--- src/rtl/mgm_pkg.sv ---
// ----------------------------------------------------------------------------
// mgm_pkg
// Shared widths, fixed-point constants and beat/status types for the
// Mandelbrot grid membership block.
// ----------------------------------------------------------------------------
`default_nettype none

package mgm_pkg;

   // Fixed widths of the beat fields
   localparam int IDX_W = 13;

   // Signed Q8.40 fixed point
   localparam int FX_W      = 48;
   localparam int FRAC_BITS = 40;
   localparam int HALF_W    = FX_W / 2;
   localparam int PP_W      = 2 * (HALF_W + 1);
   localparam int ACC_W     = 2 * FX_W;

   localparam logic signed [FX_W-1:0] FX_FOUR = FX_W'(64'd4 << FRAC_BITS);

   typedef struct packed {
      logic [IDX_W-1:0] pixel_index;
   } req_payload_type;

   typedef struct packed {
      logic in_set;
      logic index_error;
   } rsp_payload_type;

   // Status of a multi-cycle helper unit
   typedef struct packed {
      logic busy;
      logic done;
   } unit_sts_type;

endpackage

`default_nettype wire

--- src/rtl/mgm_stream_if.sv ---
// ----------------------------------------------------------------------------
// mgm_stream_if
// Valid/ready channel carrying one payload per beat.
// ----------------------------------------------------------------------------
`default_nettype none

interface mgm_stream_if #(
   parameter type payload_type = logic
);
   logic        valid;
   logic        ready;
   payload_type payload;

   modport source (output valid, output payload, input ready);
   modport sink   (input valid, input payload, output ready);
endinterface

`default_nettype wire

--- src/rtl/mgm_mul.sv ---
// ----------------------------------------------------------------------------
// mgm_mul
// Shared Q8.40 multiplier: one 25x25 signed partial product per cycle,
// four partials accumulated, result is the full product shifted right by 40
// (floor).
// ----------------------------------------------------------------------------
`default_nettype none

module mgm_mul (
   input  logic                               clock,
   input  logic                               reset,
   input  logic                               start,
   input  logic signed [mgm_pkg::FX_W-1:0]    op_a,
   input  logic signed [mgm_pkg::FX_W-1:0]    op_b,
   output mgm_pkg::unit_sts_type              sts,
   output logic signed [mgm_pkg::FX_W-1:0]    product
);
   import mgm_pkg::*;

   localparam logic [1:0] PART_LAST = 2'd3;

   logic signed [FX_W-1:0]  a_ff, a_in, b_ff, b_in;
   logic                    busy_ff, busy_in;
   logic [1:0]              cnt_ff, cnt_in;
   logic                    pv_ff, pv_in;
   logic [1:0]              psel_ff, psel_in;
   logic signed [PP_W-1:0]  prod_ff, prod_in;
   logic signed [ACC_W-1:0] acc_ff, acc_in;
   logic                    done_ff, done_in;
   logic signed [HALF_W:0]  opa_part, opb_part;
   logic signed [ACC_W-1:0] pp_ext;

   // a = ah*2^24 + al, al unsigned, ah signed; partial k uses hi of a when k[1],
   // hi of b when k[0]
   always_comb begin
      opa_part = cnt_ff[1] ? $signed({a_ff[FX_W-1], a_ff[FX_W-1:HALF_W]})
                           : $signed({1'b0, a_ff[HALF_W-1:0]});
      opb_part = cnt_ff[0] ? $signed({b_ff[FX_W-1], b_ff[FX_W-1:HALF_W]})
                           : $signed({1'b0, b_ff[HALF_W-1:0]});
      prod_in  = opa_part * opb_part;

      case (psel_ff)
         2'd0:    pp_ext = ACC_W'(prod_ff);
         2'd1,
         2'd2:    pp_ext = ACC_W'(prod_ff) <<< HALF_W;
         default: pp_ext = ACC_W'(prod_ff) <<< FX_W;
      endcase
   end

   always_comb begin
      a_in    = a_ff;
      b_in    = b_ff;
      busy_in = busy_ff;
      cnt_in  = cnt_ff;
      acc_in  = acc_ff;
      pv_in   = busy_ff;
      psel_in = cnt_ff;
      done_in = pv_ff && (psel_ff == PART_LAST);

      if (busy_ff) begin
         cnt_in = cnt_ff + 2'd1;
         if (cnt_ff == PART_LAST) begin
            busy_in = 1'b0;
         end
      end
      if (pv_ff) begin
         acc_in = acc_ff + pp_ext;
      end
      if (start) begin
         a_in    = op_a;
         b_in    = op_b;
         busy_in = 1'b1;
         cnt_in  = '0;
         acc_in  = '0;
      end
   end

   always_ff @(posedge clock) begin
      if (reset) begin
         busy_ff <= 1'b0;
         pv_ff   <= 1'b0;
         done_ff <= 1'b0;
         cnt_ff  <= '0;
      end else begin
         busy_ff <= busy_in;
         pv_ff   <= pv_in;
         done_ff <= done_in;
         cnt_ff  <= cnt_in;
      end
   end

   always_ff @(posedge clock) begin
      a_ff    <= a_in;
      b_ff    <= b_in;
      psel_ff <= psel_in;
      prod_ff <= prod_in;
      acc_ff  <= acc_in;
   end

   assign sts.busy = busy_ff || pv_ff;
   assign sts.done = done_ff;
   assign product  = acc_ff[FRAC_BITS +: FX_W];

   a_no_restart: assert property (@(posedge clock) disable iff (reset)
      start |-> !busy_ff && !pv_ff)
      else $error("multiplier restarted mid-product");

   a_issue_end: assert property (@(posedge clock) disable iff (reset)
      busy_ff && cnt_ff == PART_LAST |=> !busy_ff && pv_ff && psel_ff == PART_LAST)
      else $error("last partial not handed to accumulator");

   a_done_follows: assert property (@(posedge clock) disable iff (reset)
      pv_ff && psel_ff == PART_LAST |=> done_ff && !pv_ff)
      else $error("product done not flagged after last partial");

endmodule

`default_nettype wire

--- src/rtl/mgm_split.sv ---
// ----------------------------------------------------------------------------
// mgm_split
// Splits a flat pixel index into row (reciprocal multiply) in one stage, then
// derives the column (multiply-subtract) and maps both to Q8.40 coordinates
// through a constant table in the next stage.
// ----------------------------------------------------------------------------
`default_nettype none

module mgm_split #(
   parameter int PIXELS_PER_UNIT = 16
) (
   input  logic                            clock,
   input  logic                            reset,
   input  logic                            start,
   input  logic [mgm_pkg::IDX_W-1:0]       pixel_index,
   output mgm_pkg::unit_sts_type           sts,
   output logic signed [mgm_pkg::FX_W-1:0] cre,
   output logic signed [mgm_pkg::FX_W-1:0] cim
);
   import mgm_pkg::*;

   localparam int SIDE      = 4 * PIXELS_PER_UNIT + 1;
   localparam int HALF      = 2 * PIXELS_PER_UNIT;
   localparam int COORD_W   = $clog2(SIDE);
   localparam int MAG_W     = $clog2(HALF + 1);
   // ceil(2^DIV_SHIFT / SIDE) gives the exact quotient for every IDX_W-bit index
   localparam int DIV_SHIFT = IDX_W + COORD_W;
   localparam int RECIP_W   = IDX_W + 2;
   localparam int PROD_W    = IDX_W + RECIP_W;
   localparam logic [63:0] RECIP_VAL =
      ((64'd1 << DIV_SHIFT) + 64'(SIDE) - 64'd1) / 64'(SIDE);
   localparam logic [RECIP_W-1:0] RECIP = RECIP_W'(RECIP_VAL);

   logic                    step_ff, step_in;
   logic                    look_ff, look_in;
   logic                    done_ff, done_in;
   logic [IDX_W-1:0]        idx_ff, idx_in;
   logic [COORD_W-1:0]      row_ff, row_in;
   logic signed [FX_W-1:0]  cre_ff, cre_in, cim_ff, cim_in;
   logic [PROD_W-1:0]       quo_prod;
   logic [IDX_W-1:0]        row_base;
   logic [IDX_W-1:0]        col_full;
   logic signed [FX_W-1:0]  coord_tab [HALF+1];
   logic [COORD_W-1:0]      k [2];
   logic [MAG_W-1:0]        mag [2];
   logic signed [FX_W-1:0]  coord [2];

   // |k - 2P| * 2^40 / P, truncated
   for (genvar g = 0; g <= HALF; g++) begin : g_coord_tab
      localparam logic [63:0] TAB_VAL = (64'(g) << FRAC_BITS) / 64'(PIXELS_PER_UNIT);
      assign coord_tab[g] = FX_W'(TAB_VAL);
   end

   always_comb begin
      quo_prod = PROD_W'(idx_ff) * PROD_W'(RECIP);
      row_base = IDX_W'(32'(row_ff) * SIDE);
      col_full = idx_ff - row_base;

      k[0] = col_full[COORD_W-1:0];
      k[1] = row_ff;
      for (int i = 0; i < 2; i++) begin
         if (k[i] >= COORD_W'(HALF)) begin
            mag[i]   = MAG_W'(k[i] - COORD_W'(HALF));
            coord[i] = coord_tab[mag[i]];
         end else begin
            mag[i]   = MAG_W'(COORD_W'(HALF) - k[i]);
            coord[i] = -coord_tab[mag[i]];
         end
      end
   end

   always_comb begin
      step_in = start;
      look_in = step_ff;
      done_in = look_ff;
      idx_in  = idx_ff;
      row_in  = row_ff;
      cre_in  = cre_ff;
      cim_in  = cim_ff;

      if (start) begin
         idx_in = pixel_index;
      end
      if (step_ff) begin
         row_in = quo_prod[DIV_SHIFT +: COORD_W];
      end
      if (look_ff) begin
         cre_in = coord[0];
         cim_in = coord[1];
      end
   end

   always_ff @(posedge clock) begin
      if (reset) begin
         step_ff <= 1'b0;
         look_ff <= 1'b0;
         done_ff <= 1'b0;
      end else begin
         step_ff <= step_in;
         look_ff <= look_in;
         done_ff <= done_in;
      end
   end

   always_ff @(posedge clock) begin
      idx_ff <= idx_in;
      row_ff <= row_in;
      cre_ff <= cre_in;
      cim_ff <= cim_in;
   end

   assign sts.busy = step_ff || look_ff;
   assign sts.done = done_ff;
   assign cre      = cre_ff;
   assign cim      = cim_ff;

   a_no_restart: assert property (@(posedge clock) disable iff (reset)
      start |-> !step_ff && !look_ff)
      else $error("index split restarted while busy");

   a_stage_flow: assert property (@(posedge clock) disable iff (reset)
      step_ff |=> look_ff && !step_ff)
      else $error("row stage not followed by coordinate lookup");

   // caller only starts with an index inside the grid
   a_in_grid: assert property (@(posedge clock) disable iff (reset)
      look_ff |-> 32'(row_ff) < SIDE && 32'(col_full) < SIDE)
      else $error("column or row outside the grid");

endmodule

`default_nettype wire

--- src/rtl/mandelbrot_grid_membership.sv ---
// ----------------------------------------------------------------------------
// mandelbrot_grid_membership
// Escape-time membership test over a square pixel grid on [-2,2] x [-2,2].
// Each req beat carries a row-major pixel index; each rsp beat carries in_set
// and index_error for it, one result per request, in order. Items are handled
// one at a time: an index outside the grid is answered directly; otherwise the
// index is split into row and column by a reciprocal multiply, then each
// escape-time step is dominated by the single shared multiplier that builds
// each Q8.40 product from four 25x25 partials (three products per step), plus
// a final magnitude check. At most MAX_ITERATIONS steps are taken. A new req
// beat is taken while the previous rsp beat still waits.
// ----------------------------------------------------------------------------
`default_nettype none

module mandelbrot_grid_membership #(
   parameter int PIXELS_PER_UNIT = 16,
   parameter int MAX_ITERATIONS  = 8
) (
   input  logic          clock,
   input  logic          reset,
   mgm_stream_if.sink    req_chan,
   mgm_stream_if.source  rsp_chan
);
   import mgm_pkg::*;

   localparam int SIDE   = 4 * PIXELS_PER_UNIT + 1;
   localparam int CELLS  = SIDE * SIDE;
   localparam int LEFT_W = $clog2(MAX_ITERATIONS + 1);

   localparam logic [3:0] S_IDLE     = 4'd0;
   localparam logic [3:0] S_SPLIT    = 4'd1;
   localparam logic [3:0] S_GO_RR    = 4'd2;
   localparam logic [3:0] S_WAIT_RR  = 4'd3;
   localparam logic [3:0] S_GO_II    = 4'd4;
   localparam logic [3:0] S_WAIT_II  = 4'd5;
   localparam logic [3:0] S_CHECK    = 4'd6;
   localparam logic [3:0] S_GO_RI    = 4'd7;
   localparam logic [3:0] S_WAIT_RI  = 4'd8;
   localparam logic [3:0] S_UPDATE   = 4'd9;
   localparam logic [3:0] S_FINISH   = 4'd10;

   logic [3:0]             state_ff, state_in;
   logic signed [FX_W-1:0] re_ff, re_in, im_ff, im_in;
   logic signed [FX_W-1:0] rr_ff, rr_in, ii_ff, ii_in, ri_ff, ri_in;
   logic [LEFT_W-1:0]      left_ff, left_in;
   logic                   fin_set_ff, fin_set_in, fin_err_ff, fin_err_in;
   logic                   rsp_valid_ff, rsp_valid_in;
   logic                   rsp_set_ff, rsp_set_in, rsp_err_ff, rsp_err_in;

   logic                   accept;
   logic                   idx_bad;
   logic                   split_start;
   unit_sts_type           split_sts;
   logic signed [FX_W-1:0] cre, cim;
   logic                   mul_start;
   unit_sts_type           mul_sts;
   logic signed [FX_W-1:0] mul_a, mul_b, mul_p;
   logic signed [FX_W:0]   mag_sum;
   logic                   mag_over, mag_under;

   assign req_chan.ready = (state_ff == S_IDLE);
   assign accept         = req_chan.valid && req_chan.ready;
   assign idx_bad        = 32'(req_chan.payload.pixel_index) >= CELLS;
   assign split_start    = accept && !idx_bad;

   mgm_split #(
      .PIXELS_PER_UNIT (PIXELS_PER_UNIT)
   ) u_split (
      .clock       (clock),
      .reset       (reset),
      .start       (split_start),
      .pixel_index (req_chan.payload.pixel_index),
      .sts         (split_sts),
      .cre         (cre),
      .cim         (cim)
   );

   assign mul_start = (state_ff == S_GO_RR) || (state_ff == S_GO_II) ||
                      (state_ff == S_GO_RI);
   assign mul_a     = (state_ff == S_GO_II) ? im_ff : re_ff;
   assign mul_b     = (state_ff == S_GO_RR) ? re_ff : im_ff;

   mgm_mul u_mul (
      .clock   (clock),
      .reset   (reset),
      .start   (mul_start),
      .op_a    (mul_a),
      .op_b    (mul_b),
      .sts     (mul_sts),
      .product (mul_p)
   );

   // squares are floored but never negative, so the sum cannot wrap
   assign mag_sum   = (FX_W+1)'(rr_ff) + (FX_W+1)'(ii_ff);
   assign mag_over  = mag_sum > (FX_W+1)'(FX_FOUR);
   assign mag_under = mag_sum < (FX_W+1)'(FX_FOUR);

   always_comb begin
      state_in     = state_ff;
      re_in        = re_ff;
      im_in        = im_ff;
      rr_in        = rr_ff;
      ii_in        = ii_ff;
      ri_in        = ri_ff;
      left_in      = left_ff;
      fin_set_in   = fin_set_ff;
      fin_err_in   = fin_err_ff;
      rsp_valid_in = rsp_valid_ff && !rsp_chan.ready;
      rsp_set_in   = rsp_set_ff;
      rsp_err_in   = rsp_err_ff;

      case (state_ff)
         S_IDLE: begin
            if (accept) begin
               if (idx_bad) begin
                  fin_set_in = 1'b0;
                  fin_err_in = 1'b1;
                  state_in   = S_FINISH;
               end else begin
                  state_in = S_SPLIT;
               end
            end
         end
         S_SPLIT: begin
            if (split_sts.done) begin
               re_in    = cre;
               im_in    = cim;
               left_in  = LEFT_W'(MAX_ITERATIONS);
               state_in = S_GO_RR;
            end
         end
         S_GO_RR:   state_in = S_WAIT_RR;
         S_WAIT_RR: begin
            if (mul_sts.done) begin
               rr_in    = mul_p;
               state_in = S_GO_II;
            end
         end
         S_GO_II:   state_in = S_WAIT_II;
         S_WAIT_II: begin
            if (mul_sts.done) begin
               ii_in    = mul_p;
               state_in = S_CHECK;
            end
         end
         S_CHECK: begin
            if (left_ff == '0 || mag_over) begin
               fin_set_in = mag_under;
               fin_err_in = 1'b0;
               state_in   = S_FINISH;
            end else begin
               state_in = S_GO_RI;
            end
         end
         S_GO_RI:   state_in = S_WAIT_RI;
         S_WAIT_RI: begin
            if (mul_sts.done) begin
               ri_in    = mul_p;
               state_in = S_UPDATE;
            end
         end
         S_UPDATE: begin
            re_in    = rr_ff - ii_ff + cre;
            im_in    = (ri_ff <<< 1) + cim;
            left_in  = left_ff - LEFT_W'(1);
            state_in = S_GO_RR;
         end
         S_FINISH: begin
            if (!rsp_valid_ff || rsp_chan.ready) begin
               rsp_valid_in = 1'b1;
               rsp_set_in   = fin_set_ff;
               rsp_err_in   = fin_err_ff;
               state_in     = S_IDLE;
            end
         end
         default: state_in = S_IDLE;
      endcase
   end

   always_ff @(posedge clock) begin
      if (reset) begin
         state_ff     <= S_IDLE;
         rsp_valid_ff <= 1'b0;
      end else begin
         state_ff     <= state_in;
         rsp_valid_ff <= rsp_valid_in;
      end
   end

   always_ff @(posedge clock) begin
      re_ff      <= re_in;
      im_ff      <= im_in;
      rr_ff      <= rr_in;
      ii_ff      <= ii_in;
      ri_ff      <= ri_in;
      left_ff    <= left_in;
      fin_set_ff <= fin_set_in;
      fin_err_ff <= fin_err_in;
      rsp_set_ff <= rsp_set_in;
      rsp_err_ff <= rsp_err_in;
   end

   assign rsp_chan.valid   = rsp_valid_ff;
   assign rsp_chan.payload = '{in_set: rsp_set_ff, index_error: rsp_err_ff};

   a_bad_index: assert property (@(posedge clock) disable iff (reset)
      accept && idx_bad |=> state_ff == S_FINISH && fin_err_ff && !fin_set_ff)
      else $error("out-of-grid index not answered directly");

   a_split_alive: assert property (@(posedge clock) disable iff (reset)
      state_ff == S_SPLIT |-> split_sts.busy || split_sts.done)
      else $error("waiting on an idle index split");

   a_mul_alive: assert property (@(posedge clock) disable iff (reset)
      (state_ff == S_WAIT_RR || state_ff == S_WAIT_II || state_ff == S_WAIT_RI)
      |-> mul_sts.busy || mul_sts.done)
      else $error("waiting on an idle multiplier");

   a_steps_left: assert property (@(posedge clock) disable iff (reset)
      state_ff == S_UPDATE |-> left_ff != '0)
      else $error("iteration taken with no steps left");

   a_err_not_set: assert property (@(posedge clock) disable iff (reset)
      rsp_valid_ff && rsp_err_ff |-> !rsp_set_ff)
      else $error("in_set raised together with index_error");

endmodule

`default_nettype wire

--- src/flat_wrapper.sv ---
// flat-port wrapper written by rule: the top's interface ports become plain ports
module mandelbrot_grid_membership_flat import mgm_pkg::*;
#(
   parameter int PIXELS_PER_UNIT = 16,
   parameter int MAX_ITERATIONS  = 8
)
  (clock, reset, req_chan_valid, req_chan_payload, req_chan_ready, rsp_chan_valid, rsp_chan_payload, rsp_chan_ready);
  mgm_stream_if #(.payload_type(req_payload_type)) req_chan_i ();
  mgm_stream_if #(.payload_type(rsp_payload_type)) rsp_chan_i ();
  input  logic clock;
  input  logic reset;
  input wire logic [$bits(req_chan_i.valid)-1:0] req_chan_valid;
  input wire logic [$bits(req_chan_i.payload)-1:0] req_chan_payload;
  output wire logic [$bits(req_chan_i.ready)-1:0] req_chan_ready;
  output wire logic [$bits(rsp_chan_i.valid)-1:0] rsp_chan_valid;
  output wire logic [$bits(rsp_chan_i.payload)-1:0] rsp_chan_payload;
  input wire logic [$bits(rsp_chan_i.ready)-1:0] rsp_chan_ready;
  assign req_chan_i.valid = req_chan_valid;
  assign req_chan_i.payload = req_chan_payload;
  assign req_chan_ready = req_chan_i.ready;
  assign rsp_chan_valid = rsp_chan_i.valid;
  assign rsp_chan_payload = rsp_chan_i.payload;
  assign rsp_chan_i.ready = rsp_chan_ready;
  mandelbrot_grid_membership #(.PIXELS_PER_UNIT(PIXELS_PER_UNIT), .MAX_ITERATIONS(MAX_ITERATIONS)) u_core (.clock(clock), .reset(reset), .req_chan(req_chan_i), .rsp_chan(rsp_chan_i));
endmodule
--- config.mk ---
export PLATFORM = sky130hd
export DESIGN_NAME = mandelbrot_grid_membership_flat
export DESIGN_NICKNAME = d
export VERILOG_FILES = /design/src/rtl/mgm_pkg.sv /design/src/rtl/mgm_stream_if.sv /design/src/rtl/mgm_mul.sv /design/src/rtl/mgm_split.sv /design/src/rtl/mandelbrot_grid_membership.sv /design/src/flat_wrapper.sv
export SDC_FILE = /design/constraint.sdc
export NUM_CORES = 2
export LEC_CHECK = 0
export BUFFER_PORTS_ARGS = -buffer_cell sky130_fd_sc_hd__buf_2
export CAP_MARGIN = 20
export CORE_MARGIN = 4
export CORE_UTILIZATION = 54
export DETAILED_ROUTE_END_ITERATION = 10
export PLACE_DENSITY = 0.65
export REMOVE_ABC_BUFFERS = 1
export SLEW_MARGIN = 20
export SYNTH_ARGS = -nofsm -noshare
export SYNTH_HDL_FRONTEND = slang
export SYNTH_SLANG_ARGS = --single-unit
--- constraint.sdc ---
create_clock -name clock -period 10.1 [get_ports clock]
set_input_delay 2.02 -clock clock [delete_from_list [all_inputs] [get_ports clock]]
set_output_delay 2.02 -clock clock [all_outputs]
set_load 0.1 [all_outputs]
==> metrics.md <==
| Metric | Value |
|---|---|
| Clock root buffer | clkbuf_16 |
| Die Y-Extent | 334 um |
| DR iter-0 viols | 3948 |
| Largest stage delay, worst path | 0.81 ns |
| Vias per cell | 5.88 |
| CP startpoint kind | register |
| CTS Buf Count | 53 |
| Buffers on Ports | 20 |
| Fill cells | 9263 |
| Final ANT Viol Nets | 0 |
| Starting density of the core | 54.4% |
| Critical Path Start | u_core.u_mul.cnt_ff[0] |
| Drt wl/cell | 23.2 um |
| Area leader, netlist | fa_1 |
| Initial antenna violation count | 5 |
| Synth Flop Type | edfxtp_1 |
| Detail Placement HPWL | 136 mm |
| Worst-Margin Slew | 1.22 ns |
| Worst hold path type | reg2reg |
| DRC viols | 0 |
| Global-route wire length before repair | 264 mm |
| Cells after Synth | 5981 |
| Final Critical Period | 9.21 ns |
| Met3 wire length | 12.8 mm |
| CTS resizes | 0 |
| Yosys reg bits | 535 |
| Placed cell count | 7241 |
| Drt pass-1 iters | 6 |
| Register area share after synthesis | 25.3% |
| Headroom to the max-slew limit | 16.8% |
| Die width | 334 um |
| Drt total wl | 170 mm |
| CTS tree | built |
| Reg2reg end | u_core.u_mul.prod_ff[49] |
| Vias in the first global route | 43386 |
| Reg clk slew, reported paths | 0.07 ns |
| Top cells by count, synth | 940 x inv_1, 713 x fa_1, 646 x nor2_1, 502 x nand2_1, 444 x ha_1 |
| Clk_lat worst skew | 0.66 ns |
| Crit path arrival time | 9.79 ns |
| Full die area | 111000 um2 |
| Share of post-route cells with drive strength above 1 | 6.91% |
| R2r setup slk | 0.89 ns |
| Critical-path top delay cell | mux2i_2 |
| H-tree depth | 2 |
| Clk_skew | 0.0597 ns |
| Hold Buf Count CTS | 0 |
| Max-Cap Viols | 0 |
| CP most frequent cell | fa_1 |
| DRT met1 WL | 70.9 mm |
| RR Startpoint | u_core.u_mul.cnt_ff[0] |
| Clock Tree Buf Depth | 3 |
| Gpl congestion | 0.966 |
| Status | finished, final reports clean |
| Hold Crit Depth | 0 |
| Share of the synthesized area in the top cell type | 24.9% |
| Clk sink count | 535 |
| Largest net degree at the start of global routing | 77 |
| EDFF count, synth | 382 |
| Reg2Reg Depth | 25 |
| P&R area growth vs syn | 6.08% |
| Hold path endpoint | u_core.rsp_set_ff |
| Grt total ovfl | 0 |
| Setup ws final | 0.892 ns |
| Core Util, Final | 57.7% |
| Core footprint | 105000 um2 |
| Place WS | 1.07 ns |
| Fin crit share | 91.2% |
| Final setup TNS | 0 ns |
| Syn_area_per_cell | 9.59 um2 |
| FFs w/ async S/R, synth | 0% |
| Nature of the critical path endpoint | register |
| Met2 WL post-DR | 78.6 mm |
| Row Count | 119 |
| Critical path class | reg2reg |
| Max layer used | met4 |
| Final-report hold violation count | 0 |
| Setup Buffers After CTS | 0 |
| Vias | 43196 |
| Synth unique cells | 104 |
| Fin cells | 7344 |
| Maximum clock rate | 0.109 GHz |
| NumNets Final | 7079 |
| Hold Startpoint | u_core.fin_set_ff |
| CP required | 10.68 ns |
| Syn Std Cell Area | 57300 um2 |
| Most common cell in the netlist | inv_1 |
| Worst-path maximum fanout | 22 |
| # setup viols final | 0 |
| RSZ-0062 raised after global routing | false |
| Overall Global Routing Usage | 31.0% |
| Yosys warns | 0 |
| Slew Viols, Final | 0 |
| Top area cells in the synthesized netlist | fa_1 25%, edfxtp_1 20%, ha_1 9.7%, inv_1 6.2%, dfxtp_1 5.3% |
| I/O pin count | 21 |
-- layout by cell type, fill, tap and decap left out, types with 9 or more instances in the layout --
cell type,n
edfxtp_1,382
fa_1,713
mux2i_2,10
nor4_1,27
mux2i_1,95
nand2b_1,50
xor2_1,65
nand2_1,502
ha_1,443
a2111oi_0,12
a211oi_1,29
nand3_1,58
inv_1,940
buf_2,20
mux2_2,140
a22oi_1,31
o31ai_1,22
nor2_1,641
and2_1,94
nand4_1,42
a211o_1,9
xnor2_1,160
or2_2,9
a31oi_1,32
o22ai_1,20
nor2b_1,57
and3_1,36
o21bai_1,41
a21oi_1,333
buf_4,83
o21a_1,31
a21o_1,131
clkbuf_16,53
dfxtp_1,150
o21ai_0,173
a31o_2,10
nor3_1,58
a21boi_0,12
o211ai_1,17
-- logic make-up after synthesis --
family / count (synthesis) / synth area share [%]
buffers and inverters: 1174 / 7.83
multiplexers: 245 / 4.58
flip-flops: 535 / 25.3
adder cells (fa/ha/maj): 1157 / 34.6
AND/OR/NAND/NOR: 1637 / 12.8
AO/OA/AOI/OAI: 1008 / 11.4
XOR/XNOR: 225 / 3.44
-- per-stage QoR --
stage	hold slack [ns]	instance area [um2]
2_1_floorplan	0.400	56400
3_3_place_gp	0.464	58900
3_5_place_dp	0.463	58900
4_1_cts	0.481	60800
5_1_grt	0.472	60800
6_report	0.477	60800
-- worst max-delay path by stage --
stage / end / slack (ns) / cells past startpoint
finish: u_core.u_mul.prod_ff[49] / 0.89 / 25
global route: u_core.u_mul.prod_ff[48] / 0.44 / 30
CTS: u_core.u_mul.prod_ff[49] / 1.01 / 25
detailed placement: u_core.u_mul.prod_ff[49] / 1.07 / 25
global placement: u_core.u_mul.prod_ff[49] / 1.21 / 25
floorplan: u_core.u_mul.prod_ff[49] / 1.0 / 20
-- cell type report --
| cell class | instances | area (um2) | share of cell area, % |
|---|---|---|---|
| multi-input combinational | 4272 | 38400 | 63.1 |
| sequential | 535 | 14500 | 23.9 |
| inverter | 940 | 3530 | 5.80 |
| tap | 1391 | 1740 | 2.86 |
| clock buffer | 65 | 1430 | 2.35 |
| timing repair buffer | 103 | 723 | 1.19 |
| clock inverter | 35 | 448 | 0.736 |
| antenna | 3 | 7.51 | 0.0123 |
-- critical path, delay by kind of cell (launching register included) --
kind,cells,cell delay [ns]
muxes,1,0.81
and+or+nand+nor,5,1.33
adders and majority gates,8,4.05
buffers and inverters,3,0.49
AOI/OAI and AO/OA,8,1.69
DFF,1,0.74
-- state kept, by name (all words and copies together) (netlist names), 2 cells and up --
name / count
u_core.ii_ff: 48
u_core.im_ff: 47
u_core.left_ff: 4
u_core.re_ff: 48
u_core.ri_ff: 47
u_core.rr_ff: 48
u_core.state_ff: 4
u_core.u_mul.a_ff: 48
u_core.u_mul.acc_ff: 88
u_core.u_mul.b_ff: 48
u_core.u_mul.cnt_ff: 2
u_core.u_mul.prod_ff: 50
u_core.u_mul.psel_ff: 2
u_core.u_split.cim: 10
u_core.u_split.cre: 10
u_core.u_split.idx_ff: 13
u_core.u_split.row_ff: 7
-- routing by layer --
metal,GRT usage [%],up-vias
li1,-,19597
met1,42.8,21541
met2,50.1,1718
met3,4.19,340
met4,12.1,0
met5,0,-
Power is left out: the tool's default activity adds up to more than one toggle a clock period on the data nets, which glitch-free logic cannot reach.
